--- config.mk ---
export PLATFORM = sky130hd
export DESIGN_NAME = collider_pair_contact_tracker_top
export DESIGN_NICKNAME = d
export VERILOG_FILES = /design/src/sv/cpct_pkg.sv /design/src/sv/cpct_ram.sv /design/src/sv/collider_pair_contact_tracker_top.sv
export SDC_FILE = /design/constraint.sdc
export NUM_CORES = 2
export LEC_CHECK = 0
export BUFFER_PORTS_ARGS = -buffer_cell sky130_fd_sc_hd__buf_2
export CAP_MARGIN = 20
export CELL_PAD_IN_SITES_DETAIL_PLACEMENT = 1
export CELL_PAD_IN_SITES_GLOBAL_PLACEMENT = 1
export CORE_MARGIN = 5
export CORE_UTILIZATION = 53
export CTS_CLUSTER_SIZE = 12
export DETAILED_ROUTE_END_ITERATION = 7
export PLACE_DENSITY_LB_ADDON = 0.1
export SYNTH_ARGS = -nofsm -noshare
export SYNTH_HDL_FRONTEND = slang
export SYNTH_HIERARCHICAL = 1
export SYNTH_SLANG_ARGS = --single-unit
--- constraint.sdc ---
create_clock -name i_clk -period 34.5 [get_ports i_clk]
set_input_delay 6.9 -clock i_clk [delete_from_list [all_inputs] [get_ports i_clk]]
set_output_delay 6.9 -clock i_clk [all_outputs]
set_load 0.005 [all_outputs]
--- src/sv/cpct_pkg.sv ---
// Package for the collider pair contact tracker.
// Field widths, event codes, state encoding and the times-50 helper.
// No dependencies.
`default_nettype none

package cpct_pkg;

    localparam int ID_BITS_DEF = 5;
    localparam int ID_W        = 5;
    localparam int XY_W        = 24;
    localparam int SZ_W        = 16;
    localparam int M50_W       = 25;
    localparam int DX_W        = 26;
    localparam int PROD_W      = 2 * DX_W;
    localparam int S_TDATA_W   = 176;
    localparam int S_TUSER_W   = 2;
    localparam int M_TDATA_W   = 8;

    localparam logic KIND_CIRCLE = 1'b1;

    typedef enum logic [1:0] {
        EV_NONE  = 2'd0,
        EV_ENTER = 2'd1,
        EV_STAY  = 2'd2,
        EV_EXIT  = 2'd3
    } t_event;

    typedef enum logic [3:0] {
        S_CLEAR,
        S_IDLE,
        S_DX,
        S_DY,
        S_RECT,
        S_SQX,
        S_SQY,
        S_SQR,
        S_CMP,
        S_DONE
    } t_state;

    // x * 50 as shifts and adds
    function automatic logic signed [M50_W-1:0] mul50(input logic signed [SZ_W+1:0] a);
        logic signed [M50_W-1:0] v;
        v = M50_W'(a);
        return (v <<< 5) + (v <<< 4) + (v <<< 1);
    endfunction

endpackage

`default_nettype wire

--- src/sv/cpct_ram.sv ---
// Generic single-write, single-read RAM with registered read data.
// No dependencies.
`default_nettype none

module cpct_ram #(
    parameter int WIDTH = 1,
    parameter int DEPTH = 1024
) (
    input  wire logic                     i_clk,
    input  wire logic                     i_we,
    input  wire logic [$clog2(DEPTH)-1:0] i_waddr,
    input  wire logic [WIDTH-1:0]         i_wdata,
    input  wire logic [$clog2(DEPTH)-1:0] i_raddr,
    output logic      [WIDTH-1:0]         o_rdata
);

    logic [WIDTH-1:0] r_mem [DEPTH];

    always_ff @(posedge i_clk) begin
        if (i_we) begin
            r_mem[i_waddr] <= i_wdata;
        end
        o_rdata <= r_mem[i_raddr];
    end

endmodule

`default_nettype wire

--- src/sv/collider_pair_contact_tracker_top.sv ---
// Collider pair contact tracker: shape test plus per-pair touching bitmap.
// Depends on cpct_pkg and cpct_ram.
// The shared multiplier and the sequencer take one item at a time.
// Reset: synchronous; afterwards the bitmap is cleared one entry per cycle,
// all 2**(2*ID_BITS) entries (1024 by default), with o_s_tready low.
`default_nettype none

module collider_pair_contact_tracker_top
    import cpct_pkg::*;
#(
    parameter int ID_BITS = ID_BITS_DEF
) (
    input  wire logic                 i_clk,
    input  wire logic                 i_rst_n,
    input  wire logic                 i_s_tvalid,
    output logic                      o_s_tready,
    // left_id, right_id, left_x, left_y, left_w, left_h,
    // right_x, right_y, right_w, right_h, zero pad
    input  wire logic [S_TDATA_W-1:0] i_s_tdata,
    // left_kind, right_kind
    input  wire logic [S_TUSER_W-1:0] i_s_tuser,
    output logic                      o_m_tvalid,
    input  wire logic                 i_m_tready,
    // contact_event[1:0], overlapping, zero pad
    output logic      [M_TDATA_W-1:0] o_m_tdata
);

    localparam int PAIR_AW    = 2 * ID_BITS;
    localparam int PAIR_DEPTH = 1 << PAIR_AW;

    t_state r_state, n_state;
    logic [PAIR_AW-1:0] r_clr, n_clr;
    logic r_out_valid, n_out_valid;

    logic [ID_W-1:0] r_lid, r_rid;
    logic r_lk, r_rk;
    logic signed [XY_W-1:0] r_lx, r_ly, r_rx, r_ry;
    logic [SZ_W-1:0] r_lw, r_lh, r_rw, r_rh;
    logic signed [DX_W-1:0] r_dx, r_dy, r_rsx, r_rsy;
    logic signed [DX_W-1:0] n_dx, n_dy, n_rsx, n_rsy;
    logic [PROD_W-1:0] r_prod, r_acc;
    logic r_hit, n_hit;
    t_event r_event, n_event;
    logic r_overlap;

    logic signed [DX_W-1:0] mul_a, abs_dx, abs_dy, dpos;
    logic signed [PROD_W-1:0] mul_p;
    logic circ, same, was, out_load;
    logic [SZ_W-1:0] pa_w, pa_h, pb_w, pb_h;
    logic signed [XY_W-1:0] pa_x, pb_x;
    logic [ID_BITS-1:0] lid_t, rid_t;
    logic [PAIR_AW-1:0] idx, ram_waddr;
    logic ram_we, ram_wdata, ram_rdata;

    assign lid_t = ID_BITS'(r_lid);
    assign rid_t = ID_BITS'(r_rid);
    assign idx   = {lid_t, rid_t};
    assign same  = (lid_t == rid_t);
    assign circ  = (r_lk == KIND_CIRCLE) && (r_rk == KIND_CIRCLE);
    assign was   = ram_rdata;

    cpct_ram #(
        .WIDTH (1),
        .DEPTH (PAIR_DEPTH)
    ) u_pair_ram (
        .i_clk   (i_clk),
        .i_we    (ram_we),
        .i_waddr (ram_waddr),
        .i_wdata (ram_wdata),
        .i_raddr (idx),
        .o_rdata (ram_rdata)
    );

    // shared axis unit: same adder serves x in S_DX, y in S_DY
    always_comb begin
        if (r_state == S_DY) begin
            pa_x = r_ly; pb_x = r_ry; pa_w = r_lh; pb_w = r_rh;
        end else begin
            pa_x = r_lx; pb_x = r_rx; pa_w = r_lw; pb_w = r_rw;
        end
        pa_h = pa_w;
        pb_h = pb_w;
        dpos = DX_W'(pa_x) - DX_W'(pb_x);
        if (circ) begin
            dpos = dpos + DX_W'(mul50($signed({2'b00, pa_h}) - $signed({2'b00, pb_h})));
        end
    end

    assign abs_dx = r_dx[DX_W-1] ? -r_dx : r_dx;
    assign abs_dy = r_dy[DX_W-1] ? -r_dy : r_dy;

    // shared multiplier
    always_comb begin
        case (r_state)
            S_SQX:   mul_a = r_dx;
            S_SQY:   mul_a = r_dy;
            default: mul_a = r_rsx;
        endcase
    end
    assign mul_p = mul_a * mul_a;

    assign out_load = (r_state == S_DONE) && (!r_out_valid || i_m_tready);

    always_comb begin
        n_state     = r_state;
        n_clr       = r_clr;
        n_out_valid = r_out_valid;
        n_dx        = r_dx;
        n_dy        = r_dy;
        n_rsx       = r_rsx;
        n_rsy       = r_rsy;
        n_hit       = r_hit;
        n_event     = EV_NONE;
        o_s_tready  = 1'b0;
        ram_we      = 1'b0;
        ram_waddr   = idx;
        ram_wdata   = r_hit;

        if (r_out_valid && i_m_tready) begin
            n_out_valid = 1'b0;
        end

        if (same) begin
            n_event = EV_NONE;
        end else if (r_hit) begin
            n_event = was ? EV_STAY : EV_ENTER;
        end else if (was) begin
            n_event = EV_EXIT;
        end

        case (r_state)
            S_CLEAR: begin
                ram_we    = 1'b1;
                ram_waddr = r_clr;
                ram_wdata = 1'b0;
                n_clr     = r_clr + 1'b1;
                if (&r_clr) begin
                    n_state = S_IDLE;
                end
            end
            S_IDLE: begin
                o_s_tready = 1'b1;
                if (i_s_tvalid) begin
                    n_state = S_DX;
                end
            end
            S_DX: begin
                n_dx    = dpos;
                n_rsx   = DX_W'(mul50($signed({2'b00, r_lw}) + $signed({2'b00, r_rw})));
                n_state = S_DY;
            end
            S_DY: begin
                n_dy  = dpos;
                n_rsy = DX_W'(mul50($signed({2'b00, r_lh}) + $signed({2'b00, r_rh})));
                if (r_lk != r_rk) begin
                    n_hit   = 1'b0;
                    n_state = S_DONE;
                end else if (circ) begin
                    n_state = S_SQX;
                end else begin
                    n_state = S_RECT;
                end
            end
            S_RECT: begin
                n_hit   = (abs_dx < r_rsx) && (abs_dy < r_rsy);
                n_state = S_DONE;
            end
            S_SQX:   n_state = S_SQY;
            S_SQY:   n_state = S_SQR;
            S_SQR:   n_state = S_CMP;
            S_CMP: begin
                n_hit   = (r_acc <= r_prod);
                n_state = S_DONE;
            end
            S_DONE: begin
                if (out_load) begin
                    ram_we      = !same;
                    n_out_valid = 1'b1;
                    n_state     = S_IDLE;
                end
            end
            default: n_state = S_IDLE;
        endcase
    end

    always_ff @(posedge i_clk) begin
        if (!i_rst_n) begin
            r_state     <= S_CLEAR;
            r_clr       <= '0;
            r_out_valid <= 1'b0;
        end else begin
            r_state     <= n_state;
            r_clr       <= n_clr;
            r_out_valid <= n_out_valid;
        end
    end

    always_ff @(posedge i_clk) begin
        if (o_s_tready && i_s_tvalid) begin
            r_lid <= i_s_tdata[4:0];
            r_rid <= i_s_tdata[9:5];
            r_lx  <= i_s_tdata[33:10];
            r_ly  <= i_s_tdata[57:34];
            r_lw  <= i_s_tdata[73:58];
            r_lh  <= i_s_tdata[89:74];
            r_rx  <= i_s_tdata[113:90];
            r_ry  <= i_s_tdata[137:114];
            r_rw  <= i_s_tdata[153:138];
            r_rh  <= i_s_tdata[169:154];
            r_lk  <= i_s_tuser[0];
            r_rk  <= i_s_tuser[1];
        end
        r_dx  <= n_dx;
        r_dy  <= n_dy;
        r_rsx <= n_rsx;
        r_rsy <= n_rsy;
        r_hit <= n_hit;
        r_prod <= PROD_W'(mul_p);
        if (r_state == S_SQY) begin
            r_acc <= r_prod;
        end else if (r_state == S_SQR) begin
            r_acc <= r_acc + r_prod;
        end
        if (out_load) begin
            r_event   <= n_event;
            r_overlap <= r_hit;
        end
    end

    assign o_m_tvalid = r_out_valid;
    assign o_m_tdata  = {5'd0, r_overlap, r_event};

endmodule

`default_nettype wire
After elaboration in Yosys (flattened, before gate mapping). Memory sizes are Yosys's and may differ from the RTL's. A register that Yosys moved wholly into a read port is not among the register bits. Cells that the tools add are included.

$add $sub $neg: 15. $mul: 1. Divide/modulo/power cells: 0. $lt $le $gt $ge: 3. Eq/ne operators: 15. Shifts and indexed selects: 0. Multiplexer cells: 31. Bitwise logic cells: 0. Reduce and logical (&&, ||, !) cells: 15.

Operators with widths (number): $mux W52 (2); $mux W26 (3); $add A23 B18 Y24 (3); $add A22 B21 Y23 (3); $add A52 B52 Y52 (1); $le A52 B52 Y1 (1); $lt A26 B25 Y1 (2); $mul A26 B26 Y52 (1); $neg A26 Y26 (2); $pmux W26 S2 (1); $mux W24 (2); $pmux W4 S9 (1); $add A16 B16 Y17 (2); $mux W16 (2); $add A25 B24 Y26 (1); $sub A24 B24 Y25 (1); $sub A16 B16 Y17 (1); $eq A4 B3 Y1 const B (4); $mux W4 (4); $add A10 B1 Y10 const B (1); $mux W1 (10); $mux W10 (1); $reduce_and A10 Y1 (1); $eq A4 B2 Y1 const B (2); 18 further kinds (28).

Register bits after elaboration: 395. Bits in latches: 0. RAM bits: 1024. Bits in read-only memories: 0. Output and inout bits: 10. Word-level logic and storage cells: 105. Memories: 1.

Memories: u_pair_ram.r_mem (depth 1024, width 1, read ports 1, clocked after memory_dff 1, wr ports 1, RTL line cpct_ram.sv:17) `logic [WIDTH-1:0] r_mem [DEPTH];`.

Longest topological paths before layout.
Word-level depth: 7. Mapped depth: 37. Depth with buffers taken out: 35.

Modules after synthesis. Netlist, hierarchy kept.

By module, submodules not included: collider_pair_contact_tracker_top (instances 1, cells an instance 4940, area an instance 48738.0 sq um, seq. area each 11050.6 sq um); cpct_ram (instances 1, cells an instance 3112, area an instance 44656.6 sq um, seq. area each 30769.5 sq um).

Least setup slack after synthesis. No wires, ideal clock.

Kind: reg-to-reg. From: register r_state[3]. To: memory u_pair_ram.r_mem[0], data pin. Setup time: 5.204 ns. Arrival time: 25.760 ns. Required time: 29.296 ns. Path slack: 3.536 ns. Stages on the path, launching flop included: 5. Buffers on the path: 2. Cells stage by stage: dfxtp_1 > clkbuf_1 > nor4_1 > clkbuf_1 > nor2b_1.

Longest elaborated chain between the ends: 2.

RTL lines: start: declaration (RTL line collider_pair_contact_tracker_top.sv:31) `t_state r_state, n_state;`; start signal: assignment (RTL line collider_pair_contact_tracker_top.sv:192) `r_state <= n_state;`; $logic_not A4 Y1 (RTL line collider_pair_contact_tracker_top.sv:131) `case (r_state)`; $mux W1 (RTL line collider_pair_contact_tracker_top.sv:131); net ram_wdata (RTL line collider_pair_contact_tracker_top.sv:53) `logic ram_we, ram_wdata, ram_rdata;`; end: declaration (RTL line cpct_ram.sv:17).

The timed path passes the listed nets, and every way through them passes these cells.

Worst setup path in the final report.
From: register r_state[0]. To: register r_prod[51].

Longest elaborated chain between the ends: 3. Elaborated cells on any way between the ends: 4. Classes of those cells: mul: 1; eq/ne: 2; mux: 1.

RTL lines: $eq A4 B3 Y1 (RTL line collider_pair_contact_tracker_top.sv:94) `case (r_state)`; $pmux W26 S2 (*) (RTL line collider_pair_contact_tracker_top.sv:94); $mul A26 B26 Y52 (*) (RTL line collider_pair_contact_tracker_top.sv:100) `assign mul_p = mul_a * mul_a;`; net mul_p[51] (RTL line collider_pair_contact_tracker_top.sv:47) `logic signed [PROD_W-1:0] mul_p;`; end signal: assignment (RTL line collider_pair_contact_tracker_top.sv:218) `r_prod <= PROD_W'(mul_p);`; end: declaration (RTL line collider_pair_contact_tracker_top.sv:41) `logic [PROD_W-1:0] r_prod, r_acc;`.

The timed path passes the listed nets; every way through them passes the cells marked *. A chain may end at the register's enable or synchronous reset.

==> impl_metrics.env <==
export IMPL_status="finished, final reports clean"
export IMPL_setup_viol=0
export IMPL_max_slew_margin_pct=13.9
export IMPL_ctsHoldBuffers=0
export IMPL_grt_ovfl_total=0
export IMPL_grt_pass1_wl_um=422000
export IMPL_routed_via_density=5.98
export IMPL_design_area_um2=102000
export IMPL_drc=0
export IMPL_dr_first_iter_drc_count=5531
export IMPL_groute_usage_overall_pct=30.2
export IMPL_finalHoldViolCount=0
export IMPL_fin_tns_setup_ns=0
export IMPL_finalWirelength_um=281000
export IMPL_die_area_um2=185000
export IMPL_synthArstFlopShare_pct=0
export IMPL_synthToLayoutAreaGrowth_pct=9.28
export IMPL_power_leakage_nw=40.9
export IMPL_grt_max_degree=295
export IMPL_cts_buffer_depth=3
export IMPL_rsz0062_at_grt="false"
export IMPL_wire_per_inst_um=26.7
export IMPL_dieWidth_um=430
export IMPL_crit_arrival_ns=11.74
export IMPL_timing_fmax_ghz=0.0898
export IMPL_cts_tree="done"
export IMPL_rows=154
export IMPL_final_net_count=9459
export IMPL_cap_violations=0
export IMPL_period_needed_ns=11.14
export IMPL_pin_count=192
export IMPL_insertion_delay_ns=0.82
export IMPL_placed_area_um2=96400
export IMPL_vias=63100
export IMPL_drv_slew=0
export IMPL_syn_mean_instance_area_um2=11.6
export IMPL_cts_resized=0
export IMPL_clk_pin_slew_ns=0.06
export IMPL_grt_pass1_vias=68100
export IMPL_p_per_area_nw_per_um2=34.2
export IMPL_fillers=18000
export IMPL_synth_edf_count=1348
export IMPL_critPathMaxFanout=80
export IMPL_start_util_pct=53.1
export IMPL_slowest_delay_ns=1.00
export IMPL_ys_ff_latch=1415
export IMPL_cp_common_cell="fa_1"
export IMPL_hpwlAfterDp_um=188000
export IMPL_core_area_um2=176000
export IMPL_yosys_most_used_dff="edfxtp_1"
export IMPL_drive_above_1_share_pct=10.6
export IMPL_globalplace_congestion=0.881
export IMPL_antenna_left=0
export IMPL_cts_sinks=1415
export IMPL_cts_htree_levels=4
export IMPL_die_h_um=430
export IMPL_fin_util_pct=58.1
export IMPL_ys_seq_area_share_pct=44.8
export IMPL_yosysUniqueCellTypes=95
export IMPL_fin_skew_ns=0.0848
export IMPL_worst_pin_slew_ns=1.29
export IMPL_timing_final_crit_share_pct=32.3
export IMPL_hold_path_class="register to register"
export IMPL_portBuffers=180
export IMPL_ir_drop_mv=0.0497
export IMPL_worstSetupStartpointType="register"
export IMPL_cpMaxStageDelayCell="clkinv_1"
export IMPL_post_cts_buffers=0
export IMPL_cts_root_buf="clkbuf_16"
export IMPL_critPathRequiredTime_ns=35.10
export IMPL_hold_slack_ns=0.520
export IMPL_antenna_found_initial=7
export IMPL_crit_type="register to register"
export IMPL_yosysWarnings=6
export IMPL_layout_cells_non_filler=10600
export IMPL_end_kind="register"
export IMPL_place_inst=10300
export IMPL_synth_area_um2=93400
export IMPL_syn_inst=8052
export IMPL_cts_buffers=153
export IMPL_dr_pass1_iters=6
-- cells in the final DEF (no fill, tap or decap), drive strengths merged, types with 14 or more instances in the layout --
cell	Yosys	layout
nor4	18	18
nand2	463	463
edfxtp	1348	1348
dfxtp	67	67
a31oi	22	22
o31ai	38	38
xnor2	209	209
and3	25	25
nand2b	37	37
nor2b	54	54
nor2	1405	1405
nor3	85	85
buf	133	326
o21bai	39	39
ha	448	448
and2	31	31
clkinv	10	64
mux2	65	65
nand4	42	42
clkbuf	300	196
nand3	77	77
a211oi	20	20
xor2	59	59
o211ai	14	14
o221ai	52	52
o21a	27	27
a21o	76	76
a21oi	259	259
mux4	214	214
or4	14	14
mux2i	166	166
o21ai	156	156
a22oi	44	44
fa	725	725
inv	1073	1079
o22ai	35	35
or3	21	21
-- cells by family (layout without fill, tap and decap cells) --
family / after synthesis / after routing / share of synthesized area, %
mux: 445 / 445 / 7.78
buf+inv: 1516 / 1677 / 6.45
simple gates: 2323 / 2323 / 10.5
compound gates: 911 / 911 / 6.44
other cells: 1 / 6 / 0.00402
xor+xnor: 268 / 268 / 2.51
fa+ha+maj: 1173 / 1173 / 21.5
flops: 1415 / 1415 / 44.8
-- worst max-delay path, delay by kind of cell, from the launching register on --
family | cells | cell delay (ns)
adders and majority gates | 8 | 3.99
AOI/OAI and AO/OA | 9 | 1.96
DFF | 1 | 0.47
and+or+nand+nor | 7 | 1.63
xor gates and xnor gates | 1 | 0.08
buffers and inverters | 9 | 2.66
-- power breakdown --
group	switching (mW)	internal (mW)	leakage, nW	total [mW]
logic	0.0233	0.00980	25.0	0.0331
registers	0.000546	1.86	13.6	1.86
clock network	0.708	0.892	2.30	1.60
total	0.732	2.76	40.9	3.49
-- stage by stage --
| step | power (mW) | setup WS [ns] |
|---|---|---|
| after detailed placement | 1.92 | 23.54 |
| after CTS | 3.52 | 23.40 |
| after global routing | 3.59 | 22.87 |
| after global placement | 1.92 | 23.71 |
| after floorplan | 1.90 | 3.54 |
| final | 3.49 | 23.36 |
-- final cells by class --
type	instances	area (µm²)	share of cell area, %
Clock buffer	196	4020	3.94
Antenna cell	1	2.50	0.00245
Tap cell	2340	2930	2.87
Clock inverter	72	806	0.790
Multi-Input combinational cell	5125	45800	44.9
Inverter	1083	4070	3.98
Timing Repair Buffer	326	2590	2.54
Sequential cell	1415	41800	41.0
-- worst paths after layout --
kind                   start          to  slack [ns]  cells after the start
setup / recovery  r_state[0]  r_prod[51]       23.36                     34
hold / removal      r_clr[5]    r_clr[5]        0.52                      2
setup reg to reg  r_state[0]  r_prod[51]       23.36                     34
hold reg to reg     r_clr[5]    r_clr[5]        0.52                      2
-- routing by layer --
| metal | vias up | global-route usage (%) | wire (µm) |
|---|---|---|---|
| li1 | 27400 | - | - |
| met1 | 32800 | 38.7 | 110000 |
| met2 | 2308 | 53.0 | 142000 |
| met3 | 547 | 4.55 | 18900 |
| met4 | 8 | 9.70 | 10200 |
| met5 | - | 0 | 51 |
-- sequential cells by signal, summed over array words and instances (netlist names), 2 cells and up --
register / flops
lid_t: 5
r_acc: 52
r_clr: 10
r_dx: 26
r_dy: 26
r_event: 2
r_lh: 16
r_lw: 16
r_lx: 24
r_ly: 24
r_prod: 51
r_rh: 16
r_rid: 5
r_rsx: 22
r_rsy: 22
r_rw: 16
r_rx: 24
r_ry: 24
r_state: 4
u_pair_ram/r_mem: 1024
-- cell usage after synthesis (25+ instances only) --
cell type,instances,area share (%)
and2_1,30,0.20
edfxtp_1,1348,43
xnor2_1,209,2.0
fa_1,725,16
o21bai_1,39,0.31
nor2b_1,54,0.36
mux4_2,200,4.8
and3_1,25,0.17
nand2b_1,37,0.25
buf_1,70,0.28
mux2i_1,166,1.8
o21a_1,27,0.22
nor3_1,84,0.45
o22ai_1,35,0.23
nand3_1,77,0.41
nand4_1,42,0.28
inv_1,1070,4.3
o221ai_1,52,0.49
clkbuf_1,297,1.2
dfxtp_1,67,1.4
a22oi_1,44,0.35
mux2_2,65,0.78
nor2_1,1405,5.6
o21ai_0,154,0.83
xor2_1,59,0.55
a21oi_1,259,1.4
o31ai_1,38,0.31
ha_1,448,6.0
a21o_1,76,0.61
nand2_1,462,1.9
(Power assumes the default switching activity.)
